**config.mk**
```make
export PLATFORM = sky130hd
export DESIGN_NAME = jpg_ram
export DESIGN_NICKNAME = d
export VERILOG_FILES = /design/src/rtl/jpg_ram.sv
export SDC_FILE = /design/constraint.sdc
export NUM_CORES = 1
export LEC_CHECK = 0
export BUFFER_PORTS_ARGS = -buffer_cell sky130_fd_sc_hd__buf_2
export CAP_MARGIN = 20
export CORE_MARGIN = 5
export CORE_UTILIZATION = 25
export CTS_CLUSTER_DIAMETER = 200
export DETAILED_ROUTE_END_ITERATION = 8
export SYNTH_ARGS = -nofsm -noshare
export SYNTH_HDL_FRONTEND = slang
export SYNTH_SLANG_ARGS = --single-unit
```
**constraint.sdc**
```tcl
create_clock -name clock -period 2.1 [get_ports clock]
set_clock_uncertainty 0.05 [all_clocks]
set_input_delay 0.21 -clock clock [delete_from_list [all_inputs] [get_ports clock]]
set_output_delay 0.21 -clock clock [all_outputs]
set_load 0.02 [all_outputs]
```
**src/rtl/jpg_ram.sv**
```systemverilog
`timescale 1ns / 1ps
// ----------------------------------------------------------------------------
// Generic simple dual-port RAM
// One write port and one read port with registered read data.
// ----------------------------------------------------------------------------
module jpg_ram #(
   parameter int WIDTH = 8,
   parameter int DEPTH = 16,
   localparam int ADDR_W = $clog2(DEPTH)
) (
   input  logic              clock,
   input  logic              wr_en,
   input  logic [ADDR_W-1:0] wr_addr,
   input  logic [WIDTH-1:0]  wr_data,
   input  logic              rd_en,
   input  logic [ADDR_W-1:0] rd_addr,
   output logic [WIDTH-1:0]  rd_data
);

   logic [WIDTH-1:0] mem [DEPTH];
   logic [WIDTH-1:0] rd_data_ff;

   always_ff @(posedge clock) begin
      if (wr_en) begin
         mem[wr_addr] <= wr_data;
      end
      if (rd_en) begin
         rd_data_ff <= mem[rd_addr];
      end
   end

   assign rd_data = rd_data_ff;

endmodule

```
# ---- Yosys cells after proc, flatten, opt, wreduce, memory -nomap -nowiden
# Memories as Yosys holds them, arrays and structs flattened. A register that Yosys moved wholly into a read port is not among the register bits.
# Index checks and enable logic that the tools add are counted.
dict set report totals {
  ff_bits 0
  mem_count 1
  ram_bits 128
  out_inout_bits 8
  elab_cells 3
  inputBits 19
}
dict set report op_classes {
  mux 2
}
# name words word_bits read_ports rd_ports_with_merged_regs wr line_no
set memory_table {}
lappend memory_table {mem 16 8 1 1 1 20} ;# logic [WIDTH-1:0] mem [DEPTH];
# operator n
set ops {}
lappend ops {{2-to-1 mux 1 bit} 2}

# ---- Depth between registers and ports, before layout
dict set report logic_depth {
  word_depth 2
  mapped_depth 5
  mapped_depth_nobuf 3
}

# ---- Least setup slack after synthesis
# OpenSTA, ideal clock, no wires.
dict set report synth_path {
  path_kind {in2reg}
  start {input port wr_addr[2]}
  end {memory mem[0][0] (enable)}
  path_buffers 0
  arrival_ns 1.320
  setup_ns 0.383
  setup_slack_ns 0.347
  cell_stages 2
  required_ns 1.667
  cell_sequence {or3b_2 -> nor3_1}
}
# item line_no
set synth_lines {}
lappend synth_lines {{start, declared} 13} ;# input logic [ADDR_W-1:0] wr_addr,
lappend synth_lines {{end, declared} 20}
# No word-level cell before the write port.

==> reports/results.tsv <==
stage	metric	value	unit
global_routing	GR Util All Layers	9.67	%
critical_path	top fanout value on the critical path	1	
final_layout	Finished Cell Area	0.00641	mm2
timing	fin crit share	74.0	%
placement	gp weighted congestion	0.743	
drt	Routed wire per std cell	19.2	um
global_routing	largest net degree at the start of global routing	25	
clock_network	setup bufs post-CTS	0	
critical_path	Critical Path, Cell by Cell	mux4_1 -> a22oi_1 -> nand2_1	
drt	TritonRoute pass-1 iters	4	
clock_network	cts hold-fix bufs	0	
global_routing	number of global-route vias before repair	2598	
critical_path	Critical Path RT	2.21	ns
clock_network	CTS clk-pin slew, worst paths	0.06	ns
critical_path	type of origin of the critical path	register	
yosys	post-synth cell types	18	
timing	Max Clk Rate	0.644	GHz
final_layout	final net count	304	
critical_path	Worst Path Arrival	1.66	ns
pwr	Peak VDD IR	0.000509	V
timing	Slew Limit Fails	0	
yosys	Yosys top cell by area	edfxtp_1	
clock_network	clock tree buffer depth	2	
floorplan	row count	53	
critical_path	max incr delay on CP	0.50	ns
timing	Tmin final	1.55	ns
clock_network	CTS tree	yes	
pwr	leakage power total	2.12	nW
critical_path	Crit path max-delay family	multiplexers	
floorplan	core area	0.0208	mm2
final_layout	Synth-to-Final Area Change	22.6	%
yosys	largest cells by area after synthesis	edfxtp_1, mux4_2, mux4_1, a22oi_1, nor2_1	
hold_path	Hold Path Class	primary input to register	
critical_path	cell at the slowest stage of the critical path	mux4_1	
timing	RSZ-0062 raised after global routing	no	
drt	vias	2467	
floorplan	Die Y-Extent	155	um
floorplan	Initial Util	25.1	%
floorplan	I/O Pins	27	
placement	hpwl dp	7170	um
clock_network	total clock sinks	136	
timing	Fin. Hold Viols	0	
floorplan	Die X	155	um
drt	DRC Markers	0	
timing	Setup violations, final	0	
yosys	Post-Synthesis Cell Area	0.00523	mm2
clock_network	Root Driver	clkbuf_16	
outcome	status	completed	
final_layout	FILL cells	2025	
placement	DP Area	0.00580	mm2
drt	WL final	11000	um
pwr	Pwr per Cell Area	1000	mW/mm2
yosys	sequential fraction of the synthesis area	78.1	%
yosys	Ys Warns	0	
clock_network	CTS Buf Count	17	
critical_path	critical setup path kind	register to register	
final_layout	fraction of layout cells with a size suffix above 1	32.6	%
critical_path	number of buffers and inverters on the critical path	0	
drt	Iter 0 DRT Violations	265	
timing	setup tns final	0	ns
clock_network	clock latency on the worst-skew pair	0.42	ns
timing	actual slew at the worst max-slew pin	0.475	ns
floorplan	die area	0.0239	mm2
clock_network	htree depth	4	
timing	Slew headroom	68.2	%
run	max-cap check violation count	0	
yosys	post-synthesis register bit count	136	
global_routing	initial antenna violation count	0	
yosys	cells after synthesis	229	
global_routing	first-pass GRT wire length	16800	um
drt	post-route ant nets	0	
drt	vias per cell	4.31	
yosys	post-synth top area share	78.1	%
clock_network	post-cts resize count	0	
yosys	Post-Syn Area per Cell	22.8	um2
final_layout	# diodes	0	
global_routing	grt ovf	0	
critical_path	critical path endpoint category	register	
yosys	Mapped Nets	248	
placement	number of port buffers	26	
[where the power goes]
group / internal (mW) / switching (mW) / leakage (nW) / total [mW]
registers: 3.06 / 0.0166 / 1.24 / 3.08
logic: 0.122 / 0.181 / 0.593 / 0.303
clock network: 1.97 / 1.08 / 0.295 / 3.05
total: 5.15 / 1.28 / 2.12 / 6.43
[worst paths after layout]
| check | from | to | slack (ns) | depth (start not counted) |
|---|---|---|---|---|
| setup / recovery | mem[2][3] | rd_data[3] | 0.55 | 3 |
| hold reg to reg | mem[5][1] | rd_data[1] | 0.70 | 3 |
| setup reg to reg | mem[2][3] | rd_data[3] | 0.55 | 3 |
| hold / removal | rd_en | rd_data[3] | 0.13 | 1 |
[stage by stage]
step | utilization (%) | hold WS, ns | worst slack [ns] | total power, mW | std cells
2_1_floorplan | - | 0.259 | 0.347 | 3.30 | 229
6_report | 30.8 | 0.126 | 0.546 | 6.43 | 573
3_3_place_gp | 27.8 | 0.530 | 0.235 | 3.43 | 541
4_1_cts | 30.8 | 0.111 | 0.521 | 6.49 | 573
5_1_grt | 30.8 | 0.109 | 0.449 | 6.66 | 573
3_5_place_dp | 27.8 | 0.551 | 0.222 | 3.44 | 541
[Yosys cell counts, drive strengths merged]
library cell     n
edfxtp         136
nand2            9
mux4            32
nor3             4
buf              7
nor2b            1
nand3            1
a22oi           16
clkdlybuf4s25    3
or3b             1
and2b            1
nand2b           2
nor2            13
and2             1
nand3b           2
[worst reg2reg max path, stage by stage (launching register included)]
cell and delay, ns:
edfxtp_1 0.35, mux4_1 0.50, a22oi_1 0.30, nand2_1 0.10
[kinds of logic after synthesis]
group / share of synthesized area (%)
AND/OR/NAND/NOR: 3.14
flip-flops: 78.1
buffers and inverters: 1.65
AO/OA/AOI/OAI: 2.30
multiplexers: 14.8
[state kept, by name, summed over array words and instances, names as in the netlist]
name	flops
mem	128
rd_data	8
[final cells by class]
cell class / instances / area [um2] / share of cell area [%]
clock buffers: 18 / 429 / 6.70
clock inverters: 14 / 181 / 2.83
multi-input cells: 83 / 1060 / 16.5
flip-flops and latches: 136 / 4080 / 63.7
well taps: 275 / 344 / 5.37
repair buffers: 47 / 313 / 4.88
[layer usage]
layer | track usage (%) | up-vias | part of all wire (%)
met2 | 13.4 | 68 | 44
met1 | 14.2 | 1294 | 49
li1 | - | 1092 | -
met3 | 3.39 | 13 | 5.1
met4 | 3.03 | 0 | 1.0
met5 | 0 | - | 0
[cell usage in the layout (no fill, tap or decap), drive strengths merged]
master,count
nand2,9
mux4,32
nor2b,1
edfxtp,136
clkbuf,18
or3b,1
nand3b,2
and2,1
a22oi,16
and2b,1
nor2,13
nor3,4
buf,47
clkinv,7
nand3,1
nand2b,2
clkinvlp,3
bufinv,4
Power figures use the tool's default switching activity.
