File: src/rtl/jpg_pkg.sv
`timescale 1ns / 1ps
// ----------------------------------------------------------------------------
// Josephus permutation generator package
// Shared widths, register indexes and the result record.
// ----------------------------------------------------------------------------
package jpg_pkg;

   parameter int PERSON_W       = 11;
   parameter int CFG_W          = 11;
   parameter int MAX_PEOPLE_DEF = 1024;

   typedef enum logic [0:0] {
      CSR_CIRCLE_SIZE = 1'b0,
      CSR_STEP_COUNT  = 1'b1
   } csr_index_type;

   typedef struct packed {
      logic                valid;
      logic [PERSON_W-1:0] person;
      logic                round_done;
   } result_type;

endpackage

File: src/rtl/jpg_ctrl.sv
`timescale 1ns / 1ps
// ----------------------------------------------------------------------------
// Josephus ring controller
// Reloads the ring queue, rotates it one entry per cycle and removes the front.
// ----------------------------------------------------------------------------
module jpg_ctrl #(
   parameter int MAX_PEOPLE = jpg_pkg::MAX_PEOPLE_DEF,
   localparam int PTR_W = $clog2(MAX_PEOPLE),
   localparam int CNT_W = $clog2(MAX_PEOPLE + 1)
) (
   input  logic                         clock,
   input  logic                         reset,
   input  logic                         start,
   input  logic                         restart,
   input  logic [jpg_pkg::CFG_W-1:0]    circle_size,
   input  logic [jpg_pkg::CFG_W-1:0]    step_count,
   input  logic                         res_free,
   output logic                         idle,
   output jpg_pkg::result_type          result,
   output logic                         ram_we,
   output logic [PTR_W-1:0]             ram_waddr,
   output logic [jpg_pkg::PERSON_W-1:0] ram_wdata,
   output logic                         ram_re,
   output logic [PTR_W-1:0]             ram_raddr,
   input  logic [jpg_pkg::PERSON_W-1:0] ram_rdata
);

   typedef enum logic [2:0] {
      ST_IDLE,
      ST_RELOAD,
      ST_START,
      ST_MOVE,
      ST_FETCH,
      ST_WAIT
   } state_type;

   state_type                    state_ff, state_in;
   logic [PTR_W-1:0]             front_ff, front_in;
   logic [CNT_W-1:0]             left_ff, left_in;
   logic                         pend_ff, pend_in;
   logic [PTR_W-1:0]             idx_ff, idx_in;
   logic [CNT_W-1:0]             n_ff, n_in;
   logic [jpg_pkg::CFG_W-1:0]    mcnt_ff, mcnt_in;
   logic                         wr_pend_ff, wr_pend_in;
   logic [PTR_W-1:0]             wr_addr_ff, wr_addr_in;
   logic                         fwd_hit_ff, fwd_hit_in;
   logic [jpg_pkg::PERSON_W-1:0] fwd_data_ff, fwd_data_in;
   jpg_pkg::result_type          result_ff, result_in;

   logic [jpg_pkg::PERSON_W-1:0] rd_data;
   logic [PTR_W-1:0]             front_inc;
   logic [31:0]                  back_sum;
   logic [PTR_W-1:0]             back_addr;
   logic [CNT_W-1:0]             n_sat;
   logic [jpg_pkg::CFG_W-1:0]    moves;

   always_comb begin
      rd_data   = fwd_hit_ff ? fwd_data_ff : ram_rdata;
      front_inc = (32'(front_ff) == MAX_PEOPLE - 1) ? '0 : front_ff + PTR_W'(1);
      back_sum  = 32'(front_ff) + 32'(left_ff);
      back_addr = (back_sum >= MAX_PEOPLE) ? PTR_W'(back_sum - MAX_PEOPLE)
                                           : PTR_W'(back_sum);
      if (circle_size == '0) begin
         n_sat = CNT_W'(1);
      end else if (32'(circle_size) > MAX_PEOPLE) begin
         n_sat = CNT_W'(MAX_PEOPLE);
      end else begin
         n_sat = CNT_W'(circle_size);
      end
      moves = (step_count == '0) ? '0 : step_count - jpg_pkg::CFG_W'(1);
   end

   always_comb begin
      state_in     = state_ff;
      front_in     = front_ff;
      left_in      = left_ff;
      pend_in      = pend_ff;
      idx_in       = idx_ff;
      n_in         = n_ff;
      mcnt_in      = mcnt_ff;
      wr_pend_in   = 1'b0;
      wr_addr_in   = wr_addr_ff;
      fwd_hit_in   = fwd_hit_ff;
      fwd_data_in  = fwd_data_ff;
      result_in    = result_ff;
      result_in.valid = 1'b0;
      ram_re       = 1'b0;
      ram_raddr    = front_ff;

      if (state_ff == ST_RELOAD) begin
         ram_we    = 1'b1;
         ram_waddr = idx_ff;
         ram_wdata = jpg_pkg::PERSON_W'(32'(idx_ff) + 1);
      end else begin
         ram_we    = wr_pend_ff;
         ram_waddr = wr_addr_ff;
         ram_wdata = rd_data;
      end

      case (state_ff)
         ST_IDLE: begin
            if (start) begin
               if (restart || pend_ff || left_ff == '0) begin
                  n_in     = n_sat;
                  idx_in   = '0;
                  state_in = ST_RELOAD;
               end else begin
                  state_in = ST_START;
               end
            end
         end
         ST_RELOAD: begin
            idx_in = idx_ff + PTR_W'(1);
            if (CNT_W'(idx_ff) == n_ff - CNT_W'(1)) begin
               front_in = '0;
               left_in  = n_ff;
               pend_in  = 1'b0;
               state_in = ST_START;
            end
         end
         ST_START: begin
            mcnt_in  = moves;
            state_in = (moves == '0) ? ST_FETCH : ST_MOVE;
         end
         ST_MOVE: begin
            ram_re     = 1'b1;
            wr_pend_in = 1'b1;
            wr_addr_in = back_addr;
            front_in   = front_inc;
            mcnt_in    = mcnt_ff - jpg_pkg::CFG_W'(1);
            if (mcnt_ff == jpg_pkg::CFG_W'(1)) begin
               state_in = ST_FETCH;
            end
         end
         ST_FETCH: begin
            ram_re   = 1'b1;
            front_in = front_inc;
            left_in  = left_ff - CNT_W'(1);
            state_in = ST_WAIT;
         end
         ST_WAIT: begin
            if (res_free) begin
               result_in.valid      = 1'b1;
               result_in.person     = rd_data;
               result_in.round_done = (left_ff == '0);
               if (left_ff == '0) begin
                  pend_in = 1'b1;
               end
               state_in = ST_IDLE;
            end
         end
         default: begin
            state_in = ST_IDLE;
         end
      endcase

      if (ram_re) begin
         fwd_hit_in  = ram_we && (ram_waddr == ram_raddr);
         fwd_data_in = ram_wdata;
      end
   end

   always_ff @(posedge clock) begin
      if (reset) begin
         state_ff        <= ST_IDLE;
         front_ff        <= '0;
         left_ff         <= '0;
         pend_ff         <= 1'b1;
         wr_pend_ff      <= 1'b0;
         fwd_hit_ff      <= 1'b0;
         result_ff.valid <= 1'b0;
      end else begin
         state_ff        <= state_in;
         front_ff        <= front_in;
         left_ff         <= left_in;
         pend_ff         <= pend_in;
         wr_pend_ff      <= wr_pend_in;
         fwd_hit_ff      <= fwd_hit_in;
         result_ff.valid <= result_in.valid;
      end
      idx_ff               <= idx_in;
      n_ff                 <= n_in;
      mcnt_ff              <= mcnt_in;
      wr_addr_ff           <= wr_addr_in;
      fwd_data_ff          <= fwd_data_in;
      result_ff.person     <= result_in.person;
      result_ff.round_done <= result_in.round_done;
   end

   assign idle   = (state_ff == ST_IDLE);
   assign result = result_ff;

   a_left_bound: assert property (@(posedge clock) disable iff (reset)
      32'(left_ff) <= MAX_PEOPLE)
      else $error("people count exceeds ring depth");

   a_front_bound: assert property (@(posedge clock) disable iff (reset)
      32'(front_ff) < MAX_PEOPLE)
      else $error("front pointer outside ring");

   a_no_move_during_reload: assert property (@(posedge clock) disable iff (reset)
      !(state_ff == ST_RELOAD && wr_pend_ff))
      else $error("rotation write overlaps reload");

   a_done_sets_reload: assert property (@(posedge clock) disable iff (reset)
      result_ff.valid && result_ff.round_done |-> pend_ff)
      else $error("finished round did not schedule a reload");

endmodule

File: config.mk
export PLATFORM = sky130hd
export DESIGN_NAME = jpg_ctrl
export DESIGN_NICKNAME = d
export VERILOG_FILES = /design/src/rtl/jpg_pkg.sv /design/src/rtl/jpg_ctrl.sv
export SDC_FILE = /design/constraint.sdc
export NUM_CORES = 1
export LEC_CHECK = 0
export ABC_CLOCK_PERIOD_IN_PS = 3400
export BUFFER_PORTS_ARGS = -buffer_cell sky130_fd_sc_hd__buf_2
export CAP_MARGIN = 5
export CELL_PAD_IN_SITES_DETAIL_PLACEMENT = 1
export CELL_PAD_IN_SITES_GLOBAL_PLACEMENT = 1
export CORE_MARGIN = 3
export CORE_UTILIZATION = 35
export CTS_CLUSTER_SIZE = 10
export DETAILED_ROUTE_END_ITERATION = 8
export GPL_TIMING_DRIVEN = 0
export PLACE_DENSITY_LB_ADDON = 0.1
export SLEW_MARGIN = 40
export SYNTH_ARGS = -nofsm -noshare
export SYNTH_HDL_FRONTEND = slang
export SYNTH_SLANG_ARGS = --single-unit
File: constraint.sdc
create_clock -name clock -period 3.4 [get_ports clock]
set_input_delay 0.51 -clock clock [delete_from_list [all_inputs] [get_ports clock]]
set_output_delay 0.51 -clock clock [all_outputs]
set_load 0.02 [all_outputs]
-- Word level (Yosys, flattened, before mapping)
Cells that the tools add are included.
- output and inout port bits: 47
- register bits after elaboration: 93
- logic and storage cells: 95
- input bits: 38
- $add $sub $neg: 9
- order comparisons: 2
- reductions and logical operators: 23
- bitwise operators: 1
- muxes and demuxes: 30
- equality and inequality tests: 15
- operator list (kind ; count):
    $mux 10 ; 6
    $mux 11 ; 5
    $logic_not 11->1 ; 4
    $pmux 11 s2 ; 2
    $sub 11x1->11 const B ; 4
    $pmux 10 s2 ; 2
    $add 10x1->10 const B ; 2
    $pmux 3 s6 ; 1
    $mux 3 ; 5
    $mux 13 ; 1
    $add 10x11->12 ; 1
    $ge 12x11->1 const B ; 1
    $add 10x1->11 const B ; 1
    $eq 10x11->1 ; 1
    $eq 11x1->1 const B ; 1
    $gt 11x11->1 const B ; 1
    $eq 10x10->1 ; 1
    $eq 10x10->1 const B ; 1
    $reduce_bool 2->1 ; 5
    $sub 10x1->10 const B ; 1
    $ne 2x2->1 const B ; 4
    $reduce_and 4->1 ; 2
    $eq 3x2->1 const B ; 2
    $eq 3x3->1 const B ; 2
    12 further kinds ; 24

-- Depth between registers and ports, before layout
- depth after elaboration: 5
- depth in mapped cells: 11
- depth with buffers taken out: 10

-- Least setup slack after synthesis
Ideal clock, no wire load.
- kind: reg-to-reg
- from: register state_ff[1]
- to: register fwd_hit_ff
- cell stages (with the launch flop): 8
- clock period less this slack: 2.925 ns
- buffers on the path: 1
- required time: 3.329 ns
- setup time: 0.071 ns
- path slack: 0.475 ns
- arrival time: 2.855 ns
- path through: dfxtp_1 clkbuf_1 nor2b_1 nand2_1 nand2_1 o2111ai_1 or3_1 a21oi_1
- elaborated cells between the ends (all ways): 9
- classes of those cells: eq/ne (4); mux (3); reduce/logical (2)
- RTL lines (what ; line ; RTL):
    start, declared ; jpg_ctrl.sv:37 ; state_type state_ff, state_in;
    start signal, assigned ; jpg_ctrl.sv:173 ; state_ff <= state_in;
    $eq 3x2->1 or $eq 3x3->1 (tied branches) ; jpg_ctrl.sv:100 ; case (state_ff)
    $reduce_or 2->1 (no source line) (*) ; n/a ;
    $mux 1 (*) ; jpg_ctrl.sv:100 ;
    net ram_re ; jpg_ctrl.sv:23 ; output logic ram_re,
    end signal, assigned ; jpg_ctrl.sv:178 ; fwd_hit_ff <= fwd_hit_in;
    end, declared ; jpg_ctrl.sv:46 ; logic fwd_hit_ff, fwd_hit_in;
Mark *: on every way through the listed nets, which the timed path passes. The rest lies on a longest branch.
A chain may end at the register's enable or synchronous reset.

-- Worst setup path after layout
- from: register n_ff[0]
- to: register left_ff[3]
- word-level cells in the longest chain between the ends: 4
- RTL lines (what ; line ; RTL):
    start, declared ; jpg_ctrl.sv:42 ; logic [CNT_W-1:0] n_ff, n_in;
    start signal, assigned ; jpg_ctrl.sv:182 ; n_ff <= n_in;
    $sub 11x1->11 ; jpg_ctrl.sv:114 ; if (CNT_W'(idx_ff) == n_ff - CNT_W'(1)) begin
    $eq 10x11->1 ; jpg_ctrl.sv:114 ;
    $ne 2x1->1 (no source line) ; n/a ;
    $reduce_and 2->1 (no source line) ; n/a ;
    end signal, assigned ; jpg_ctrl.sv:175 ; left_ff <= left_in;
    end, declared ; jpg_ctrl.sv:39 ; logic [CNT_W-1:0] left_ff, left_in;
No other way between the ends.

==> results.ini <==
[pwr]
p_int_mw=2.58
p_seq_share_pct=41.0
power.total_mw=4.34
p_per_area_nw_per_um2=667
p_leak_nw=2.53
max-vdd-ir-drop_uv=289
sw_frac_of_total_pct=40.6
pwr-share-comb_pct=35.9
p_sw_mw=1.77
clkPwrFrac_pct=23.1

[global_route]
grt_max_degree=21
first_global_vias=4746
grt_pass1_wl_um=25800
grtUsageTotal_pct=18.7
grt_overflow=0
antenna_found_initial=0

[detailed_routing]
drtIter0Drc=212
routed_wl_um=15700
drt_first_pass_iters=7
routedWlPerCell_um=18.1
drt-vias-per-instance=5.24
drc=0
ant_nets=0
via_count=4569

[synth]
synth_area_leaders=edfxtp_1 (35%), dfxtp_1 (10%), xor2_1 (4.6%)
synth_top_area_cell=edfxtp_1
synth_enable_flop_cells=65
synth_seq_area_share_pct=45.7
synth-main-ff-cell=edfxtp_1
yosysWarnings=0
synth_top_area_share_pct=35.5
ys_ff_latch=93
syn_avg_cell_area_sq_um=9.80
netlist_instances=561
postSynthNetCount=616
syn_area_sq_um=5500
ys_types=61
async_flop_share_pct=0

[die]
fp.dieW_um=131
io_pins=85
start_util_pct=35.9
dieArea_sq_um=17300
die_h_um=131
core.rowCount=45
core_area_sq_um=15300

[placed_design]
hpwlAfterDp_um=12100
dpl_cell_area_sq_um=6180
io_buffers=83
routabilityCongestion=0.844

[layout]
post-route-util_pct=42.5
final_common_cell=buf_2
design_area_sq_um=6520
n_antenna_cell=0
final_cell_mix=buf_2 (84), nor2_1 (65), edfxtp_1 (65), a21oi_1 (43), nand2_1 (36)
fin_nets=711
syn_to_final_growth_pct=18.5
drive_above_1_share_pct=22.4

[setup_path]
crit_path_start_kind=flop
worstPathArrival_ns=3.40
cp_max_fo=10
crit_required_ns=3.62
r2r_cells=11
crit_path_start=n_ff[0]$_SDFFCE_PP1P_
r2r-end=left_ff[3]$_SDFFE_PP0P_
path_class=flop to flop
rr_startpoint=n_ff[0]$_SDFFCE_PP1P_
cp-end-kind=flop
rrSetupSlack_ns=0.22
crit_end=left_ff[3]$_SDFFE_PP0P_

[clock_network]
cts_tree=built
ctsHoldBuffers=0
cts.sinks=93
h-tree-depth=3
path_clk_slew_ns=0.07
cts_buffer_depth=2
clk-insertion-delay-late_ns=0.36
root_buffer=clkbuf_16
numCtsBuffers=9

[sta]
max_slew_margin_pct=47.8
rsz0062_at_grt=false
skew_ns=0.0147
hold_viol_final=0
fin_setup_tns_ns=0
fin_crit_ns=3.18
fmax_ghz=0.314
worst_hold_slack_ns=0.320
slew_viol_final=0
setup_viol=0
min_period_over_period_pct=93.6
worst_slew_pin_slew_ns=0.783

[worst_hold_path]
hold_class=input pin to flop

[job]
drv_cap=0

[run_status]
status=finished, final reports clean

[timing repair]
action                                  CTS  global route
pin swaps                                 0             1
gates resized for setup                   3             4
buffers inserted                          0             1
endpoints found under the setup margin   12            21
[logic make-up after synthesis]
group,after synthesis,share of synthesized area (%)
buf+inv,41,3.32
compound gates,101,11.2
fa+ha+maj,17,4.00
flops,93,45.7
simple gates,230,22.2
mux,26,5.21
xor+xnor,53,8.44
[routing by layer]
layer / routed length (um) / track usage (%) / vias to the layer above
li1: - / - / 2233
met1: 7320 / 24.4 / 2242
met2: 7720 / 32.0 / 82
met3: 500 / 2.76 / 12
met4: 208 / 5.89 / 0
met5: 0 / 0 / -
[registers in the layout, summed over array words and instances, names as in the netlist, 3 cells and up]
name         flops
fwd_data_ff     11
idx_ff          10
left_ff         11
mcnt_ff         11
n_ff            11
ram_raddr       10
result          13
state_ff         3
wr_addr_ff      10
[cell type report]
| type | instances | area [sq um] |
|---|---|---|
| clock inverter | 7 | 62.6 |
| timing repair buffer | 84 | 423 |
| fill | 1794 | 8800 |
| multi-input combinational | 427 | 2850 |
| sequential | 93 | 2510 |
| buffer | 20 | 105 |
| tap | 211 | 264 |
| clock buffer | 9 | 225 |
| inverter | 21 | 78.8 |
[worst max-delay path: stages (launching register included)]
cell and delay (ns):
edfxtp_1 0.51, inv_1 0.13, ha_1 0.25, or3b_2 0.56, nor4_1 0.26, xnor2_1 0.19, o2111ai_1 0.23, nor4_4 0.29
buf_6 0.21, buf_12 0.14, mux2i_1 0.19, a21oi_1 0.08
[worst min-delay path by stage]
stage	startpoint	endpoint	slack (ns)	cells past startpoint
2_1_floorplan	pend_ff$_SDFFE_PP1P_	pend_ff$_SDFFE_PP1P_	0.44	2
3_3_place_gp	pend_ff$_SDFFE_PP1P_	pend_ff$_SDFFE_PP1P_	0.46	2
3_5_place_dp	pend_ff$_SDFFE_PP1P_	pend_ff$_SDFFE_PP1P_	0.47	2
4_1_cts	circle_size[10]	n_ff[10]$_SDFFCE_PP0P_	0.31	1
5_1_grt	circle_size[10]	n_ff[10]$_SDFFCE_PP0P_	0.34	1
6_report	circle_size[10]	n_ff[10]$_SDFFCE_PP0P_	0.32	1
[per-stage QoR]
step                worst slack (ns)  cells
global route                 0.00509    872
detailed placement            0.0366    855
CTS                           0.0124    871
global placement              -0.455    855
floorplan                      0.475    561
finish                         0.218    872
[power by group through the flow]
stage	clock network [mW]	logic, mW	registers, mW
2_1_floorplan	0	1.07	1.68
3_3_place_gp	0	1.49	1.80
3_5_place_dp	0	1.53	1.81
4_1_cts	1.02	1.55	1.79
5_1_grt	1.06	1.74	1.81
6_report	1.00	1.56	1.78
[Yosys cell counts, drive strengths merged (5+ instances only)]
| cell type | count |
|---|---|
| and3 | 9 |
| nand4 | 6 |
| o21ai | 22 |
| inv | 21 |
| buf | 5 |
| mux2 | 21 |
| dfxtp | 28 |
| nor4 | 14 |
| or2 | 6 |
| or4 | 5 |
| ha | 16 |
| nor3 | 15 |
| nand3b | 6 |
| nor2 | 65 |
| nand2 | 37 |
| a21oi | 43 |
| nor2b | 12 |
| xnor2 | 24 |
| edfxtp | 65 |
| or3 | 11 |
| nand3 | 21 |
| xor2 | 29 |
| clkbuf | 15 |
| nand2b | 6 |
| mux2i | 5 |
Note: power is estimated with default switching activity, not from simulation.
